[src/smgr_pkg.sv]
// ----------------------------------------------------------------------------
// smgr_pkg: shared types and constants of the minimum-gap and range tracker
// Holds the field widths, the reset values of the running state, the
// sequencer state type and the control bundle passed between modules.
// ----------------------------------------------------------------------------
package smgr_pkg;

	localparam int DATA_W        = 32;
	localparam int CAP_W         = 11;
	localparam int DEPTH_DEFAULT = 1024;

	localparam logic [CAP_W-1:0]  CAPACITY_RESET = 11'd1024;
	localparam logic [DATA_W-1:0] MIN_RESET      = 32'h7FFF_FFFF;
	localparam logic [DATA_W-1:0] MAX_RESET      = 32'h8000_0000;
	localparam logic [DATA_W-1:0] GAP_RESET      = 32'hFFFF_FFFF;

	typedef enum logic [2:0] {
		ST_IDLE,
		ST_SCAN,
		ST_DRAIN,
		ST_STORE,
		ST_REPORT
	} smgr_state_t;

	typedef struct packed {
		logic busy;
		logic accept;
		logic rd_en;
		logic store;
		logic report;
	} smgr_ctrl_t;

endpackage

[src/smgr_seq.sv]
// ----------------------------------------------------------------------------
// smgr_seq: sequencer of the tracker
// Walks any held entries one per cycle, waits for the distance unit to empty,
// stores the value if there is room and hands the result to the output register.
// ----------------------------------------------------------------------------
module smgr_seq #(
	parameter int DEPTH = smgr_pkg::DEPTH_DEFAULT
) (
	input  logic                           clk,
	input  logic                           arst_n,
	input  logic                           in_valid,
	input  logic                           room,
	input  logic [$clog2(DEPTH+1)-1:0]     count,
	input  logic                           out_free,
	input  logic                           pipe_busy,
	output smgr_pkg::smgr_ctrl_t           ctrl,
	output logic [$clog2(DEPTH)-1:0]       rd_addr
);

	import smgr_pkg::*;

	localparam int AW = $clog2(DEPTH);
	localparam int CW = $clog2(DEPTH + 1);

	smgr_state_t   state_q;
	smgr_state_t   state_d;
	logic [AW-1:0] idx_q;
	logic [CW-1:0] count_m1;
	logic [AW-1:0] last_idx;

	// Only used while scanning, when at least one value is held.
	assign count_m1 = count - CW'(1);
	assign last_idx = count_m1[AW-1:0];

	always_comb begin
		state_d = state_q;
		case (state_q)
			ST_IDLE: begin
				if (in_valid) begin
					if (!room) begin
						state_d = ST_REPORT;
					end else if (count == '0) begin
						state_d = ST_STORE;
					end else begin
						state_d = ST_SCAN;
					end
				end
			end
			ST_SCAN: begin
				if (idx_q == last_idx) begin
					state_d = ST_DRAIN;
				end
			end
			ST_DRAIN: begin
				if (!pipe_busy) begin
					state_d = ST_STORE;
				end
			end
			ST_STORE: begin
				state_d = ST_REPORT;
			end
			ST_REPORT: begin
				if (out_free) begin
					state_d = ST_IDLE;
				end
			end
			default: begin
				state_d = ST_IDLE;
			end
		endcase
	end

	always_comb begin
		ctrl        = '0;
		ctrl.busy   = (state_q != ST_IDLE);
		ctrl.accept = (state_q == ST_IDLE) && in_valid;
		ctrl.rd_en  = (state_q == ST_SCAN);
		ctrl.store  = (state_q == ST_STORE);
		ctrl.report = (state_q == ST_REPORT) && out_free;
	end

	always_ff @(posedge clk or negedge arst_n) begin
		if (!arst_n) begin
			state_q <= ST_IDLE;
			idx_q   <= '0;
		end else begin
			state_q <= state_d;
			if (state_q == ST_SCAN) begin
				idx_q <= idx_q + AW'(1);
			end else begin
				idx_q <= '0;
			end
		end
	end

	assign rd_addr = idx_q;

endmodule

[config.mk]
export PLATFORM = sky130hd
export DESIGN_NAME = smgr_seq
export DESIGN_NICKNAME = d
export VERILOG_FILES = /design/src/smgr_pkg.sv /design/src/smgr_seq.sv
export SDC_FILE = /design/constraint.sdc
export NUM_CORES = 1
export LEC_CHECK = 0
export BUFFER_PORTS_ARGS = -buffer_cell sky130_fd_sc_hd__buf_2
export CORE_MARGIN = 2
export CORE_UTILIZATION = 50
export DETAILED_ROUTE_END_ITERATION = 8
export PLACE_DENSITY = 0.83
export SETUP_SLACK_MARGIN = 0.5
export SLEW_MARGIN = 20
export SYNTH_ARGS = -nofsm -noshare
export SYNTH_HDL_FRONTEND = slang
export SYNTH_SLANG_ARGS = --single-unit
[constraint.sdc]
create_clock -name clk -period 1.85 [get_ports clk]
set_input_delay 0.37 -clock clk [delete_from_list [all_inputs] [get_ports clk]]
set_output_delay 0.37 -clock clk [all_outputs]
set_load 0.02 [all_outputs]
# ---- Word-level counts from Yosys, hierarchy flattened
# Index checks and enable logic that the tools add are counted.
dict set report classes {
  addsub 2
  eq_ne 9
  muxes 8
  reduce_logical 6
}
# cell count
set op_table {}
lappend op_table {{$mux W3} 5}
lappend op_table {{$pmux W3 S5} 1}
lappend op_table {{$logic_not A11 Y1} 1}
lappend op_table {{$add A10 B1 Y10 const B} 1}
lappend op_table {{$eq A10 B10 Y1} 1}
lappend op_table {{$mux W10} 1}
lappend op_table {{$sub A10 B1 Y10 const B} 1}
lappend op_table {{$eq A3 B2 Y1 const B} 2}
lappend op_table {{$ne A2 B2 Y1 const B} 3}
lappend op_table {{$reduce_and A4 Y1} 1}
lappend op_table {{$eq A3 B1 Y1 const B} 1}
lappend op_table {{$eq A3 B3 Y1 const B} 1}
lappend op_table {{$logic_not A3 Y1} 1}
lappend op_table {{$reduce_bool A3 Y1} 1}
lappend op_table {{$logic_and A1 B1 Y1} 2}
lappend op_table {{$mux W2} 1}
lappend op_table {{$ne A2 B1 Y1 const B} 1}
dict set report word_totals {
  output_inout_bits 15
  regBits 13
  word_cells 27
  input_bits 17
}

# ---- Logic depth before layout (Yosys ltp)
dict set report depth {
  depth_word 5
  ltp_mapped 8
  depth_no_buf 8
}

# ---- Worst setup path before layout
# No wires, ideal clock.
dict set report synth_path {
  path_type {input -> register}
  from {input port count[0]}
  to {register state_q[1]}
  setup_ns 0.132
  slack_ns 0.095
  path_buffers 0
  required_time_ns 1.718
  cell_stages 8
  t_arrival_ns 1.623
  path_cell_list {inv_1 > ha_1 > nor4b_4 > and4b_1 > a221o_1 > a21o_1 > nand4_2 > o21ai_1}
}
dict set report synth_via {
  elab_chain_len 5
  word_cells_on_any_way 9
}
# element line
set synth_rtl {}
lappend synth_rtl {{start, declared} smgr_seq.sv:13} ;# input logic [$clog2(DEPTH+1)-1:0] count,
lappend synth_rtl {{parallel branches: the longest is 5 deep, another holds $sub A10 B1 Y10} --}
lappend synth_rtl {{end signal, assigned} smgr_seq.sv:87} ;# state_q <= state_d;
lappend synth_rtl {{end, declared} smgr_seq.sv:25} ;# smgr_state_t state_q;
# Parallel ways; which one is timed is not known. The select of a mux whose other input is x is not followed.
# A chain may end at the register's enable or synchronous reset.

==> metrics <==
Inserted Diodes=0; net count after synthesis=137; worst endpoint required time=1.48 ns; worst r2r path cells=6; kind of critical path=reg -> out; ys async rst share=1.00; GR Util All Layers=0.267; final net count=194; most common cell in the synthesized netlist=nor2_1; largest area contributor in the netlist=dfrtp_1; clk_lat worst skew=0.28 ns; CP endpoint kind=output pin; Critical Path AT=1.30 ns; Startpoint Class=register; largest net degree at the start of global routing=14; drt wl/cell=16.2 um; Synth top cells by count=19 x nor2_1, 13 x dfrtp_1, 10 x xor2_1; Final TNS setup=0 ns; clk_skew=0.00279 ns; YS warnings=0; H-tree depth=1; total global routing overflow=0; Hold Fails Final Rpt=0; # DRC=0; Post-Synthesis Cells=118; Psw=608 uW; first-pass GRT wire length=4.98 mm; clock buffer depth=2; die outline width=49.1 um; mapped cell area=0.00102 sq mm; vias in the first global route=1182; Hold WC Path Type=in -> reg; Hold WS=0.447 ns; RSZ-0062 raised after global routing=true; IO Count=32; setup violators final=0; number of synthesized flops with an enable pin=0; Switching Share=0.416; DPL Wire Length=2.01 mm; Clock power frac=0.121; Tcrit/Tclk final=0.904; max-slew violations=0; final core occ=0.836; Pwr Total=1.46 mW; die area=0.00241 sq mm; slew at the pin with the worst max-slew slack=0.368 ns; Core Footprint=0.00194 sq mm; crit path time final=1.67 ns; DRT Pass-1 Iters=4; GPL Wtd Cong=0.802; CP max FO=6; CTS Buf Count=3; Die H=49.1 um; Detail Route Antenna Nets=0; Max-cap violations=0; Seq/Total Area, Yosys=0.319; flops & latches, synth=13; sequential power share=0.272; Comb pwr share=0.607; CTS tree=done; Initial Util=0.524; Clock Root Buffer=clkbuf_4; WL final=3.27 mm; mean post-synth cell area=8.63 sq um; Int Pwr=855 uW; hold depth=3; area growth from synthesis to layout=59.5%; PortBufs=31; share of cells above drive strength 1=0.575; Max-slew headroom=0.751; area share of the largest cell type after synthesis=0.319; # rows=16; Synth area leaders=dfrtp_1 32%, xor2_1 8.6%, nor2_1 7.0%; power density of the placed cells=901 mW/mm^2; initial antenna violation count=0; Main synth FF type=dfrtp_1; clk sinks=13; maximum vdd drop=0.729 mV; Clk pin slew, worst setup/hold paths=0.08 ns; routed vias/inst=5.83; status=completed; vias=1171; LEAKAGE=0.741 nW; DR iter-0 viols=36; Max Clk Rate=598 MHz; Synth cell types=37
==> critical path, cell delays in order, from the launching register on <==
cell and delay (ns):
dfrtp_2 0.46, or3_4 0.36, nor2_4 0.09, buf_6 0.12
==> state kept, by name, summed over array words and instances (netlist names) <==
register,flops
state_q,3
rd_addr,10
==> final timing paths <==
kind,to,from,slack (ns)
min in group asynchronous,rd_addr[4]$_DFF_PN0_,arst_n,0.51
min,state_q[2]$_DFFE_PN0P_,room,0.45
max in group asynchronous,state_q[0]$_DFFE_PN0P_,arst_n,1.10
max,ctrl[3],state_q[2]$_DFFE_PN0P_,0.18
min reg2reg,rd_addr[9]$_DFF_PN0_,rd_addr[9]$_DFF_PN0_,0.61
max reg2reg,state_q[0]$_DFFE_PN0P_,rd_addr[5]$_DFF_PN0_,0.27
==> power by group through the flow <==
stage	registers, mW	clock network, mW	logic, mW
finish	0.397	0.177	0.888
global route	0.401	0.188	0.947
global placement	0.409	0	0.499
floorplan	0.413	0	0.333
detailed placement	0.413	0	0.520
CTS	0.394	0.177	0.734
==> stage by stage <==
| stage | instances | worst slack [ns] | cell area (sq um) |
|---|---|---|---|
| 2_1_floorplan | 118 | 0.192 | 1080 |
| 3_3_place_gp | 181 | -0.0386 | 1310 |
| 3_5_place_dp | 181 | -0.0895 | 1310 |
| 4_1_cts | 198 | 0.180 | 1530 |
| 5_1_grt | 201 | 0.160 | 1620 |
| 6_report | 201 | 0.178 | 1620 |
==> cell type report <==
cell class / count / area, sq um
inverters: 7 / 43.8
fillers: 111 / 318
repair buffers: 55 / 399
well taps: 27 / 33.8
multi-input cells: 95 / 786
flip-flops and latches: 13 / 335
clock buffers: 4 / 26.3
==> layout by cell type (no fill, tap or decap), types with 2 or more instances in the layout <==
| master | n |
|---|---|
| a21o_1 | 3 |
| a21oi_1 | 2 |
| a21oi_2 | 3 |
| buf_2 | 24 |
| buf_4 | 20 |
| buf_6 | 7 |
| clkbuf_4 | 3 |
| dfrtp_1 | 5 |
| dfrtp_2 | 8 |
| ha_4 | 2 |
| inv_1 | 4 |
| nand2_1 | 5 |
| nand3_1 | 6 |
| nand4_1 | 3 |
| nor2_1 | 9 |
| nor2_2 | 6 |
| nor2_4 | 4 |
| o21ai_0 | 4 |
| or3_1 | 2 |
| xnor2_1 | 7 |
| xor2_1 | 9 |
==> routing by layer <==
| metal | part of all wire | global-route usage | up-vias |
|---|---|---|---|
| met2 | 0.50 | 0.464 | 51 |
| met5 | 0 | 0 | - |
| met4 | 0.056 | 0.167 | 0 |
| li1 | - | - | 529 |
| met3 | 0.036 | 0.0245 | 26 |
| met1 | 0.40 | 0.313 | 565 |
==> logic make-up (layout without fill, tap and decap cells) <==
logic type,after synthesis,in the layout,synth area share
buffers and inverters,10,66,0.0369
adder cells (fa/ha/maj),2,2,0.0246
XOR/XNOR,17,17,0.146
AND/OR/NAND/NOR,52,52,0.295
multiplexers,1,1,0.00983
AO/OA/AOI/OAI,23,23,0.168
flip-flops,13,13,0.319
==> what timing repair did <==
| action | in CTS | in global routing |
|---|---|---|
| setup endpoints to repair | 13 | 18 |
| cloned | 0 | 0 |
| pin swaps | 6 | 6 |
| buffers inserted | 12 | 3 |
| endpoints found under the hold margin | 13 | 0 |
| hold buffers | 1 | 0 |
| resized for setup | 31 | 20 |
Note: power is estimated with default switching activity, not from simulation.
