===== config.mk =====
export PLATFORM = sky130hd
export DESIGN_NAME = smgr_gap
export DESIGN_NICKNAME = d
export VERILOG_FILES = /design/src/smgr_pkg.sv /design/src/smgr_gap.sv
export SDC_FILE = /design/constraint.sdc
export NUM_CORES = 1
export LEC_CHECK = 0
export BUFFER_PORTS_ARGS = -buffer_cell sky130_fd_sc_hd__buf_4
export CAP_MARGIN = 25
export CORE_ASPECT_RATIO = 0.6
export CORE_MARGIN = 4
export CORE_UTILIZATION = 40
export DETAILED_ROUTE_END_ITERATION = 16
export SYNTH_ARGS = -nofsm -noshare
export SYNTH_HDL_FRONTEND = slang
export SYNTH_SLANG_ARGS = --single-unit

===== constraint.sdc =====
create_clock -name clk -period 4.4 [get_ports clk]
set_clock_uncertainty 0.1 [all_clocks]
set_input_delay 0.22 -clock clk [delete_from_list [all_inputs] [get_ports clk]]
set_output_delay 0.22 -clock clk [all_outputs]
set_load 0.005 [all_outputs]

===== src/smgr_pkg.sv =====
// ----------------------------------------------------------------------------
// smgr_pkg: shared types and constants of the minimum-gap and range tracker
// Holds the field widths, the reset values of the running state, the
// sequencer state type and the control bundle passed between modules.
// ----------------------------------------------------------------------------
package smgr_pkg;

	localparam int DATA_W        = 32;
	localparam int CAP_W         = 11;
	localparam int DEPTH_DEFAULT = 1024;

	localparam logic [CAP_W-1:0]  CAPACITY_RESET = 11'd1024;
	localparam logic [DATA_W-1:0] MIN_RESET      = 32'h7FFF_FFFF;
	localparam logic [DATA_W-1:0] MAX_RESET      = 32'h8000_0000;
	localparam logic [DATA_W-1:0] GAP_RESET      = 32'hFFFF_FFFF;

	typedef enum logic [2:0] {
		ST_IDLE,
		ST_SCAN,
		ST_DRAIN,
		ST_STORE,
		ST_REPORT
	} smgr_state_t;

	typedef struct packed {
		logic busy;
		logic accept;
		logic rd_en;
		logic store;
		logic report;
	} smgr_ctrl_t;

endpackage


===== src/smgr_gap.sv =====
// ----------------------------------------------------------------------------
// smgr_gap: shared distance and minimum unit
// Takes one stored value per cycle, forms its absolute distance to the
// incoming value in one stage and folds it into the smallest gap seen.
// ----------------------------------------------------------------------------
module smgr_gap (
	input  logic                        clk,
	input  logic                        arst_n,
	input  logic                        clear,
	input  logic                        rd_issued,
	input  logic [smgr_pkg::DATA_W-1:0] probe,
	input  logic [smgr_pkg::DATA_W-1:0] stored,
	output logic [smgr_pkg::DATA_W-1:0] best_gap,
	output logic                        pipe_busy
);

	import smgr_pkg::*;

	logic              v_s1;
	logic              v_s2;
	logic [DATA_W-1:0] gap_s2;
	logic [DATA_W-1:0] best_gap_q;
	logic [DATA_W-1:0] abs_gap;

	// The signed order picks the subtraction that cannot go negative.
	always_comb begin
		if ($signed(probe) >= $signed(stored)) begin
			abs_gap = probe - stored;
		end else begin
			abs_gap = stored - probe;
		end
	end

	always_ff @(posedge clk or negedge arst_n) begin
		if (!arst_n) begin
			v_s1       <= 1'b0;
			v_s2       <= 1'b0;
			best_gap_q <= GAP_RESET;
		end else begin
			v_s1 <= rd_issued;
			v_s2 <= v_s1;
			if (clear) begin
				best_gap_q <= GAP_RESET;
			end else if (v_s2 && (gap_s2 < best_gap_q)) begin
				best_gap_q <= gap_s2;
			end
		end
	end

	always_ff @(posedge clk) begin
		if (v_s1) begin
			gap_s2 <= abs_gap;
		end
	end

	assign best_gap  = best_gap_q;
	assign pipe_busy = v_s1 | v_s2;

endmodule


# After elaboration in Yosys (flattened, before gate mapping)
# Index checks and enable logic that the tools add are counted.
[word_totals] register_bits=66 inputBits=68
[op_classes] addsub=2 magnitude_cmp=2 n_mux=3 n_bitwise=1 reduce_logical=2
[ops] cell="32-bit two-way mux" count=3
[ops] cell="32-bit subtractor" count=2
[ops] cell="32-bit >= comparator" count=1
[ops] cell="32-bit less-than comparator" count=1
[ops] cell="2-bit nonzero test" count=1
[ops] cell="1-bit logical AND" count=1
[ops] cell="1-bit OR" count=1

# Longest topological paths before layout
# Gate-level depths: netlist (run 1).
[depth] word_depth=4 depth_mapped=14

# Worst setup path before layout (run 1)
# Ideal clock, no wire load.
[synth_timing] kind="input -> register" startpoint="in probe[15] (netlist name)" endpoint="reg gap_s2[31] (data pin)" setup_time_ps=263 t_arrival_ps=2415 t_required_ps=4037 path_slack_ps=1621 path_stages=12 path_cell_list="inv_1 -> ha_1 -> buf_4 -> a21oi_1 -> o21ai_1 -> a221oi_1 -> o31ai_1 -> o22ai_4 -> mux2_4 -> a221oi_2 -> o221ai_2 -> xor2_1"
[synth_between] elab_chain_cells=2
[synth_rtl] element="from (decl)" line="smgr_gap.sv:11" source="input logic [smgr_pkg::DATA_W-1:0] probe,"
[synth_rtl] element="32-bit subtractor, or another cell as far along" line="smgr_gap.sv:30" source="abs_gap = stored - probe;"
[synth_rtl] element="32-bit two-way mux (*)" line="smgr_gap.sv:27" source="if ($signed(probe) >= $signed(stored)) begin"
[synth_rtl] element="net abs_gap[31]" line="smgr_gap.sv:23" source="logic [DATA_W-1:0] abs_gap;"
[synth_rtl] element="to (signal assigned)" line="smgr_gap.sv:52" source="gap_s2 <= abs_gap;"
[synth_rtl] element="to (decl)" line="smgr_gap.sv:21" source="logic [DATA_W-1:0] gap_s2;"
# The timed path passes the listed nets; every way through them passes the cells marked *.
# A chain may end at the register's enable or synchronous reset.

# Final worst setup path (run 1)
[layout_timing] startpoint="in probe[15] (netlist name)" endpoint="reg gap_s2[27] (data pin)"
# Same word-level chain as after synthesis.

==> results of run 1 <==
==> metal layers <==
| layer | part of all wire [%] | up-vias | wire [um] |
|---|---|---|---|
| met1 | 57 | 2719 | 10600 |
| met4 | 0.62 | 0 | 114 |
| met2 | 33 | 253 | 6200 |
| li1 | - | 3012 | - |
| met5 | 0 | - | 0 |
| met3 | 8.7 | 10 | 1610 |
==> registers in the layout, indices dropped and copies added, names as in the netlist <==
register  count
v_s1          1
v_s2          1
best_gap     32
gap_s2       32
==> layout make-up <==
class | count | area, sq um
sequential | 66 | 1850
clock inverter | 6 | 67.6
tap | 228 | 285
fill | 1651 | 8380
multi-input combinational | 577 | 4310
clock buffer | 10 | 229
inverter | 110 | 413
timing repair buffer | 119 | 901
==> how the worst min path moves through the flow <==
| stage | end | start | depth (start not counted) |
|---|---|---|---|
| floorplan | v_s1 | arst_n | 0 |
| global placement | v_s1 | arst_n | 1 |
| detailed placement | v_s1 | arst_n | 1 |
| CTS | gap_s2[0] | stored[0] | 3 |
| global route | gap_s2[0] | stored[0] | 3 |
| finish | gap_s2[0] | stored[0] | 3 |
==> logic make-up after synthesis <==
logic type,Yosys count,share of synthesized area (%)
buffers and inverters,152,9.47
flip-flops,66,27.2
AO/OA/AOI/OAI,274,27.9
multiplexers,11,1.71
XOR/XNOR,30,3.86
adder cells (fa/ha/maj),96,17.9
AND/OR/NAND/NOR,166,12.0
==> cell usage in the layout (no fill, tap or decap), types with 5 or more instances in the layout <==
cell / count
a21o_1: 49
nand4_1: 12
xor2_1: 12
nor2_1: 27
xnor2_1: 18
o21ai_0: 37
nor3_1: 9
buf_4: 116
and3_1: 5
a21boi_0: 7
edfxtp_1: 32
inv_1: 109
a211o_1: 5
o21bai_1: 9
ha_1: 94
a31oi_1: 6
nand2b_1: 6
a211oi_1: 8
nand2_1: 67
dfstp_2: 32
nand3_1: 11
clkbuf_16: 9
nor2b_1: 9
a21oi_1: 66
o21a_1: 10
mux2i_1: 9
o211ai_1: 36
==> worst min-delay path, delay by kind of cell <==
kind / cells / cell delay, ns
fa+ha+maj: 1 / 0.16
buf+inv: 2 / 0.14
==> power groups by stage <==
stage | sequential [W] | clock, W | combinational (W)
after floorplan | 0.000906 | 0 | 0.000771
after global routing | 0.000940 | 0.000749 | 0.00130
after CTS | 0.000925 | 0.000714 | 0.00115
after global placement | 0.000935 | 0 | 0.00113
after detailed placement | 0.000935 | 0 | 0.00114
final | 0.000925 | 0.000700 | 0.00116
==> metrics by stage <==
stage	instances	hold slack (ns)	util, %
after floorplan	795	-0.176	-
after global placement	1097	0.0941	47.0
after detailed placement	1097	0.0954	47.0
after CTS	1116	0.234	49.0
after global routing	1116	0.265	49.0
final	1116	0.246	49.0
==> what timing repair did <==
item | CTS | global route
endpoints found under the setup margin | 0 | 0
endpoints found under the hold margin | 4 | 0
hold buffers | 3 | 0
==> flow_summary.yaml, run 1 <==
outcome:
  status: "finished clean"
power_and_ir_drop:
  switching_share_pct: 35.8
  pwr_density_cell_mw_per_mm2: 345
  p_sw_w: 0.000996
  seqPwrFrac_pct: 33.3
  intPower_w: 0.00179
  p_total_w: 0.00278
  vdd_drop_max_mv: 0.219
  p_comb_share_pct: 41.6
  leakagePower_nw: 4.04
  clkPwrFrac_pct: 25.2
global_routing:
  grt_max_degree: 35
  grt_busiest_layer: "met1"
  grt_pass1_wl_um: 30100
  use_met3_pct: 3.57
  track_usage_pct: 19.5
  antenna_found_initial: 0
  use_met1_pct: 34.5
  grt_pass1_vias: 5497
  met2_usage_pct: 23.2
  grt_overflow_total: 0
synthesis:
  synth_cells: 795
  yosysTopAreaCell: "ha_1"
  synth.most_common_cell: "inv_1"
  synth_area_per_cell_sq_um: 8.56
  syn-cell-area_sq_mm: 0.00680
  ys_ff_latch: 66
  synth.net_count: 959
  synth_flop_cell: "edfxtp_1"
  yosysWarnings: 0
  async_flop_share_pct: 51.5
  synth_top_area_share_pct: 17.3
  synth_edf_count: 32
  yosysSeqAreaShare_pct: 27.2
  synthTopCellsByCount: "109 x inv_1, 94 x ha_1, 67 x nand2_1"
  synth_area_leaders: "ha_1 17%, edfxtp_1 14%, dfstp_2 12%, inv_1 6.0%, a21o_1 5.4%"
  ys_types: 70
worst_setup_path:
  rr_startpoint: "best_gap[9]"
  critPathCaptureType: "flip-flop"
  required_ns: 4.36
  crit_fanout: 18
  cp-endpoint: "gap_s2[27]"
  ff2ff_setup_slack_ns: 1.33
  startpoint_type: "primary input"
  cp_num_cells: 12
  crit_buf_inv: 3
  worst-setup-path-type: "in -> reg"
  r2r_end: "best_gap[28]"
  startpoint: "probe[15]"
  path_cells: "buf_4 -> inv_1 -> ha_1 -> a21oi_1 -> o21ai_1 -> a221oi_1 -> o31ai_1 -> o22ai_4 -> inv_2 -> a211o_1 -> a21boi_0 -> xnor2_1"
  reg2reg_depth: 9
  cpPeakStageDelay_ns: 0.52
  arrival_ns: 3.33
  cp_top_family: "compound AO/OA/AOI/OAI gates"
  worst_path_max_delay_cell: "o22ai_4"
floorplanning:
  die_h_um: 109
  rows: 36
  core-area_sq_mm: 0.0164
  start_util_pct: 41.4
  die_w_um: 176
  dieArea_sq_mm: 0.0192
  pin_count: 101
clock_network:
  post_cts_buffers: 0
  tritoncts: "built"
  cts-buffers-inserted: 9
  post_cts_resized: 0
  clk_latency_ns: 0.33
  h-tree-depth: 3
  root_buffer: "clkbuf_16"
  numClockSinks: 66
  path_clk_slew_ns: 0.05
  cts_buffer_depth: 2
sta:
  rsz0062_at_grt: "false"
  setup_ws_ns: 1.04
  tns_ns: 0
  worst_pin_slew_ns: 1.04
  period_share_pct: 76.4
  max-slew-margin-rel_pct: 30.3
  hold_viol_final: 0
  max_freq_mhz: 297
  drv_slew: 0
  setup-violations-final: 0
  period_minus_slack_ns: 3.36
place:
  dpl.hpwl_um: 15400
  io_buffers: 100
  placed_area_sq_mm: 0.00773
  place_worst_setup_slack_ns: 0.808
  place_congestion: 0.941
run:
  maxCapViolCount: 0
routing:
  wl_per_cell_um: 16.6
  drtIter0Drc: 495
  drt_first_pass_iters: 5
  ant_nets: 0
  drc: 0
  wl_um: 18500
  routed_via_density: 5.37
  vias: 5994
finish:
  nets: 1047
  insertedDiodeCount: 0
  fin_area_sq_mm: 0.00806
  drive_above_1_share_pct: 20.9
  syn_to_final_growth_pct: 18.5
min_path:
  holdCritPathClass: "in -> reg"
Power figures use the tool's default switching activity.
==> run 2, diff against run 1 <==
clock period = 2.7 ns   (was 4.4 ns; I/O delays follow)
==> flow_summary.yaml, run 2 (same netlist as run 1, synthesis figures left out) <==
outcome:
  status: "finished clean"
finish:
  fillCellCount: 1449
  nets: 1214
  fin_area_sq_mm: 0.00985
  layout_commonest_cell: "buf_4"
  final_util_pct: 59.9
  seq_area_sq_mm: 0.00185
  drive_above_1_share_pct: 39.1
  layout_common_cells: "268 x buf_4, 102 x inv_1, 80 x ha_1"
  insertedDiodeCount: 0
  multi_input_comb_area_sq_mm: 0.00475
  syn_to_final_growth_pct: 44.7
place:
  io_buffers: 100
  placed_area_sq_mm: 0.00888
  dpl.hpwl_um: 16900
  place_congestion: 0.934
clock_network:
  cts_buffer_depth: 2
  h-tree-depth: 3
  cts-buffers-inserted: 9
  clk_latency_ns: 0.33
  tritoncts: "built"
  root_buffer: "clkbuf_16"
  path_clk_slew_ns: 0.05
  numClockSinks: 66
sta:
  tns_ns: 0
  period_minus_slack_ns: 2.67
  hold_viol_final: 0
  drv_slew: 0
  period_share_pct: 99.0
  setup-violations-final: 0
  rsz0062_at_grt: "true"
  worst_pin_slew_ns: 0.988
  max-slew-margin-rel_pct: 34.0
  max_freq_mhz: 374
floorplanning:
  pin_count: 101
  dieArea_sq_mm: 0.0192
  core-area_sq_mm: 0.0164
  die_w_um: 176
  die_h_um: 109
  start_util_pct: 41.4
  rows: 36
global_routing:
  grt_pass1_wl_um: 32700
  grt_overflow_total: 0
  grt_pass1_vias: 6231
  grt_max_degree: 35
  antenna_found_initial: 0
  track_usage_pct: 21.1
worst_setup_path:
  ff2ff_setup_slack_ns: 0.07
  crit_fanout: 6
  reg2reg_depth: 12
  r2r_end: "best_gap[0]"
  worst-setup-path-type: "in -> reg"
  arrival_ns: 2.65
  startpoint_type: "primary input"
  critPathCaptureType: "flip-flop"
  rr_startpoint: "best_gap[13]"
  required_ns: 2.68
routing:
  drt_first_pass_iters: 5
  ant_nets: 0
  vias: 6789
  wl_per_cell_um: 16.5
  wl_um: 21100
  drtIter0Drc: 572
  routed_via_density: 5.29
  drc: 0
power_and_ir_drop:
  leakagePower_nw: 4.93
  pwr_density_cell_mw_per_mm2: 527
  vdd_drop_max_mv: 0.352
run:
  maxCapViolCount: 0
min_path:
  holdCritPathClass: "in -> async"
[run 2: where the power goes]
part / leakage [nW] / switching [W] / total [W] / internal (W)
logic: 4.11 / 0.00124 / 0.00244 / 0.00121
registers: 0.674 / 0.000142 / 0.00151 / 0.00137
clock network: 0.151 / 0.000430 / 0.00124 / 0.000805
[run 2: worst max path at each step]
stage	from	endpoint	slack [ns]	cells after the start
6_report	probe[2]	gap_s2[26]	0.03	13
4_1_cts	best_gap[13]	best_gap[13]	0.001	12
5_1_grt	probe[19]	gap_s2[31]	-0.05	13
3_3_place_gp	probe[11]	gap_s2[14]	-0.42	13
3_5_place_dp	probe[11]	gap_s2[14]	-0.50	12
2_1_floorplan	probe[15]	gap_s2[31]	0.006	12
[run 2: repair_timing]
item	4_1_cts	5_1_grt
buffers inserted	2	10
endpoints found under the hold margin	36	0
endpoints found under the setup margin	18	53
pin swaps	5	31
gates cloned	1	3
hold buffers	3	0
gates resized for setup	8	95
[run 2: critical path: stages]
cell and delay, ns:
buf_4 0.09, inv_1 0.03, ha_1 0.40, nor2b_1 0.21
a221o_1 0.35, a2111oi_4 0.46, o31ai_4 0.14, buf_4 0.16
a211oi_4 0.25, o211ai_1 0.14, o21ai_2 0.08, xnor2_1 0.08
buf_4 0.14
[run 2: metrics by stage]
stage               hold WS (ns)  worst slack (ns)  power, W  std cells
global placement         0.00657            -0.423   0.00364       1248
detailed placement       0.00951            -0.504   0.00367       1248
finish                     0.206            0.0272   0.00519       1283
global route               0.241           -0.0496   0.00551       1283
floorplan                 -0.261           0.00646   0.00273        795
CTS                        0.204           0.00123   0.00495       1270
[run 2: cell type report]
cell class / count / share of cell area [%]
inverters: 110 / 4.24
multi-input cells: 578 / 48.2
clock buffers: 9 / 2.29
clock inverters: 7 / 0.953
repair buffers: 285 / 22.6
flip-flops and latches: 66 / 18.8
well taps: 228 / 2.90
[run 2: routing by layer]
metal  vias to the layer above  GRT usage (%)  share of wire, %  wire, um
met4                         0           2.32              0.48       102
met1                      3139           36.9                55     11700
li1                       3349              -                 -         -
met2                       285           26.3                36      7670
met5                         -              0                 0         0
met3                        16           3.53               7.9      1670
==> run 3, diff against run 2 <==
BUFFER_PORTS_ARGS = default   (was -buffer_cell sky130_fd_sc_hd__buf_4)
DONT_BUFFER_PORTS = 1   (was default)
PLACE_DENSITY = 0.67   (was default)
==> flow_summary.yaml, run 3 (same netlist as run 1, synthesis figures left out) <==
outcome:
  status: "finished clean"
place:
  dpl.hpwl_um: 16400
  place_congestion: 0.969
  io_buffers: 0
worst_setup_path:
  crit_buf_inv: 2
  worst_path_max_delay_cell: "dfstp_2"
  reg2reg_depth: 9
  cp_top_family: "compound AO/OA/AOI/OAI gates"
  cp_num_cells: 9
  critPathCaptureType: "flip-flop"
  required_ns: 2.84
  worst-setup-path-type: "reg -> reg"
  path_cells: "inv_1 -> ha_1 -> a2111oi_1 -> o211ai_1 -> a32oi_1 -> nor3b_4 -> buf_6 -> nor2b_1 -> a211o_1"
  rr_startpoint: "best_gap[9]"
  startpoint_type: "flip-flop"
  arrival_ns: 2.78
  startpoint: "best_gap[9]"
  crit_fanout: 8
  cpPeakStageDelay_ns: 0.55
sta:
  hold_viol_final: 0
  rsz0062_at_grt: "true"
  drv_slew: 0
  tns_ns: 0
  max_freq_mhz: 379
  setup-violations-final: 0
  period_minus_slack_ns: 2.64
  period_share_pct: 97.8
  worst_pin_slew_ns: 0.994
  max-slew-margin-rel_pct: 33.7
clock_network:
  root_buffer: "clkbuf_16"
  clk_latency_ns: 0.32
  tritoncts: "built"
  h-tree-depth: 3
  cts_buffer_depth: 2
  path_clk_slew_ns: 0.05
  cts-buffers-inserted: 9
  numClockSinks: 66
power_and_ir_drop:
  p_total_w: 0.00469
  pwr_density_cell_mw_per_mm2: 555
  p_sw_w: 0.00172
  vdd_drop_max_mv: 0.324
  leakagePower_nw: 4.20
  seqPwrFrac_pct: 32.9
  clkPwrFrac_pct: 21.9
  p_comb_share_pct: 45.2
  intPower_w: 0.00297
  switching_share_pct: 36.8
min_path:
  hold_depth: 2
  holdCritPathClass: "in -> reg"
  hold_path.startpoint: "stored[1]"
finish:
  syn_to_final_growth_pct: 24.3
  layout_common_cells: "130 x buf_4, 105 x inv_1, 87 x ha_1"
  final_util_pct: 51.5
  drive_above_1_share_pct: 26.3
  nets: 1068
  fillCellCount: 1553
  insertedDiodeCount: 0
  layout_commonest_cell: "buf_4"
global_routing:
  antenna_found_initial: 0
  grt_pass1_vias: 5932
  grt_overflow_total: 0
  grt_pass1_wl_um: 31500
  track_usage_pct: 20.5
  grt_max_degree: 35
run:
  maxCapViolCount: 0
floorplanning:
  pin_count: 101
  dieArea_sq_mm: 0.0192
  core-area_sq_mm: 0.0164
  die_h_um: 109
  die_w_um: 176
  rows: 36
  start_util_pct: 41.4
routing:
  drtIter0Drc: 518
  wl_um: 20300
  ant_nets: 0
  drc: 0
  routed_via_density: 5.54
  drt_first_pass_iters: 5
  vias: 6298
  wl_per_cell_um: 17.9
run 3: cell types whose count changed in the layout (fill, tap and decap cells not counted), moves of 3 or more:
cell,before,now
o21ai_0,31,34
inv_1,102,105
buf_6,9,2
a21oi_1,56,60
ha_4,12,6
buf_4,268,130
ha_1,80,87
a21oi_2,9,6
run 3: worst paths after layout:
check                           slack [ns]      endpoint
min in group asynchronous             0.16          v_s1
worst max-delay path                  0.06   best_gap[0]
max in group asynchronous             2.09  best_gap[22]
worst max register to register        0.06   best_gap[0]
worst min register to register        0.42   best_gap[5]
worst min-delay path                  0.08     gap_s2[1]
run 3: layout make-up:
| cell class | count | area, sq um | area share, % |
|---|---|---|---|
| flip-flops and latches | 66 | 1850 | 21.9 |
| well taps | 228 | 285 | 3.37 |
| clock inverters | 7 | 46.3 | 0.547 |
| multi-input cells | 578 | 4530 | 53.5 |
| clock buffers | 9 | 225 | 2.66 |
| inverters | 110 | 413 | 4.88 |
| repair buffers | 139 | 1110 | 13.1 |
run 3: what timing repair did:
item / in CTS / in global routing
buffers inserted: 1 / 8
gates resized for setup: 4 / 46
hold buffers: 4 / 0
endpoints found under the hold margin: 36 / 0
setup endpoints to repair: 6 / 52
cloned: 1 / 2
pin swaps: 2 / 23
run 3: layer usage:
layer  track usage (%)  part of all wire (%)
met1              33.8                    51
met2              25.8                    36
met3              5.37                    12
met4              4.14                  0.71
met5                 0                     0
run 3: per-stage QoR:
step,area [sq um],instances,hold slack (ns),setup WS [ns]
after floorplan,6800,795,-0.261,0.00646
after global placement,7810,1106,-0.259,-0.356
after detailed placement,7810,1106,-0.258,-0.436
after CTS,8180,1128,0.0741,-0.00459
after global routing,8460,1137,0.0944,-0.0246
final,8460,1137,0.0768,0.0597
run 3: power by group through the flow:
stage	Combinational [W]	Sequential [W]	Clock, W
after floorplan	0.00126	0.00148	0
after global routing	0.00234	0.00157	0.00110
after detailed placement	0.00186	0.00155	0
final	0.00212	0.00154	0.00103
after global placement	0.00183	0.00154	0
after CTS	0.00191	0.00153	0.00105
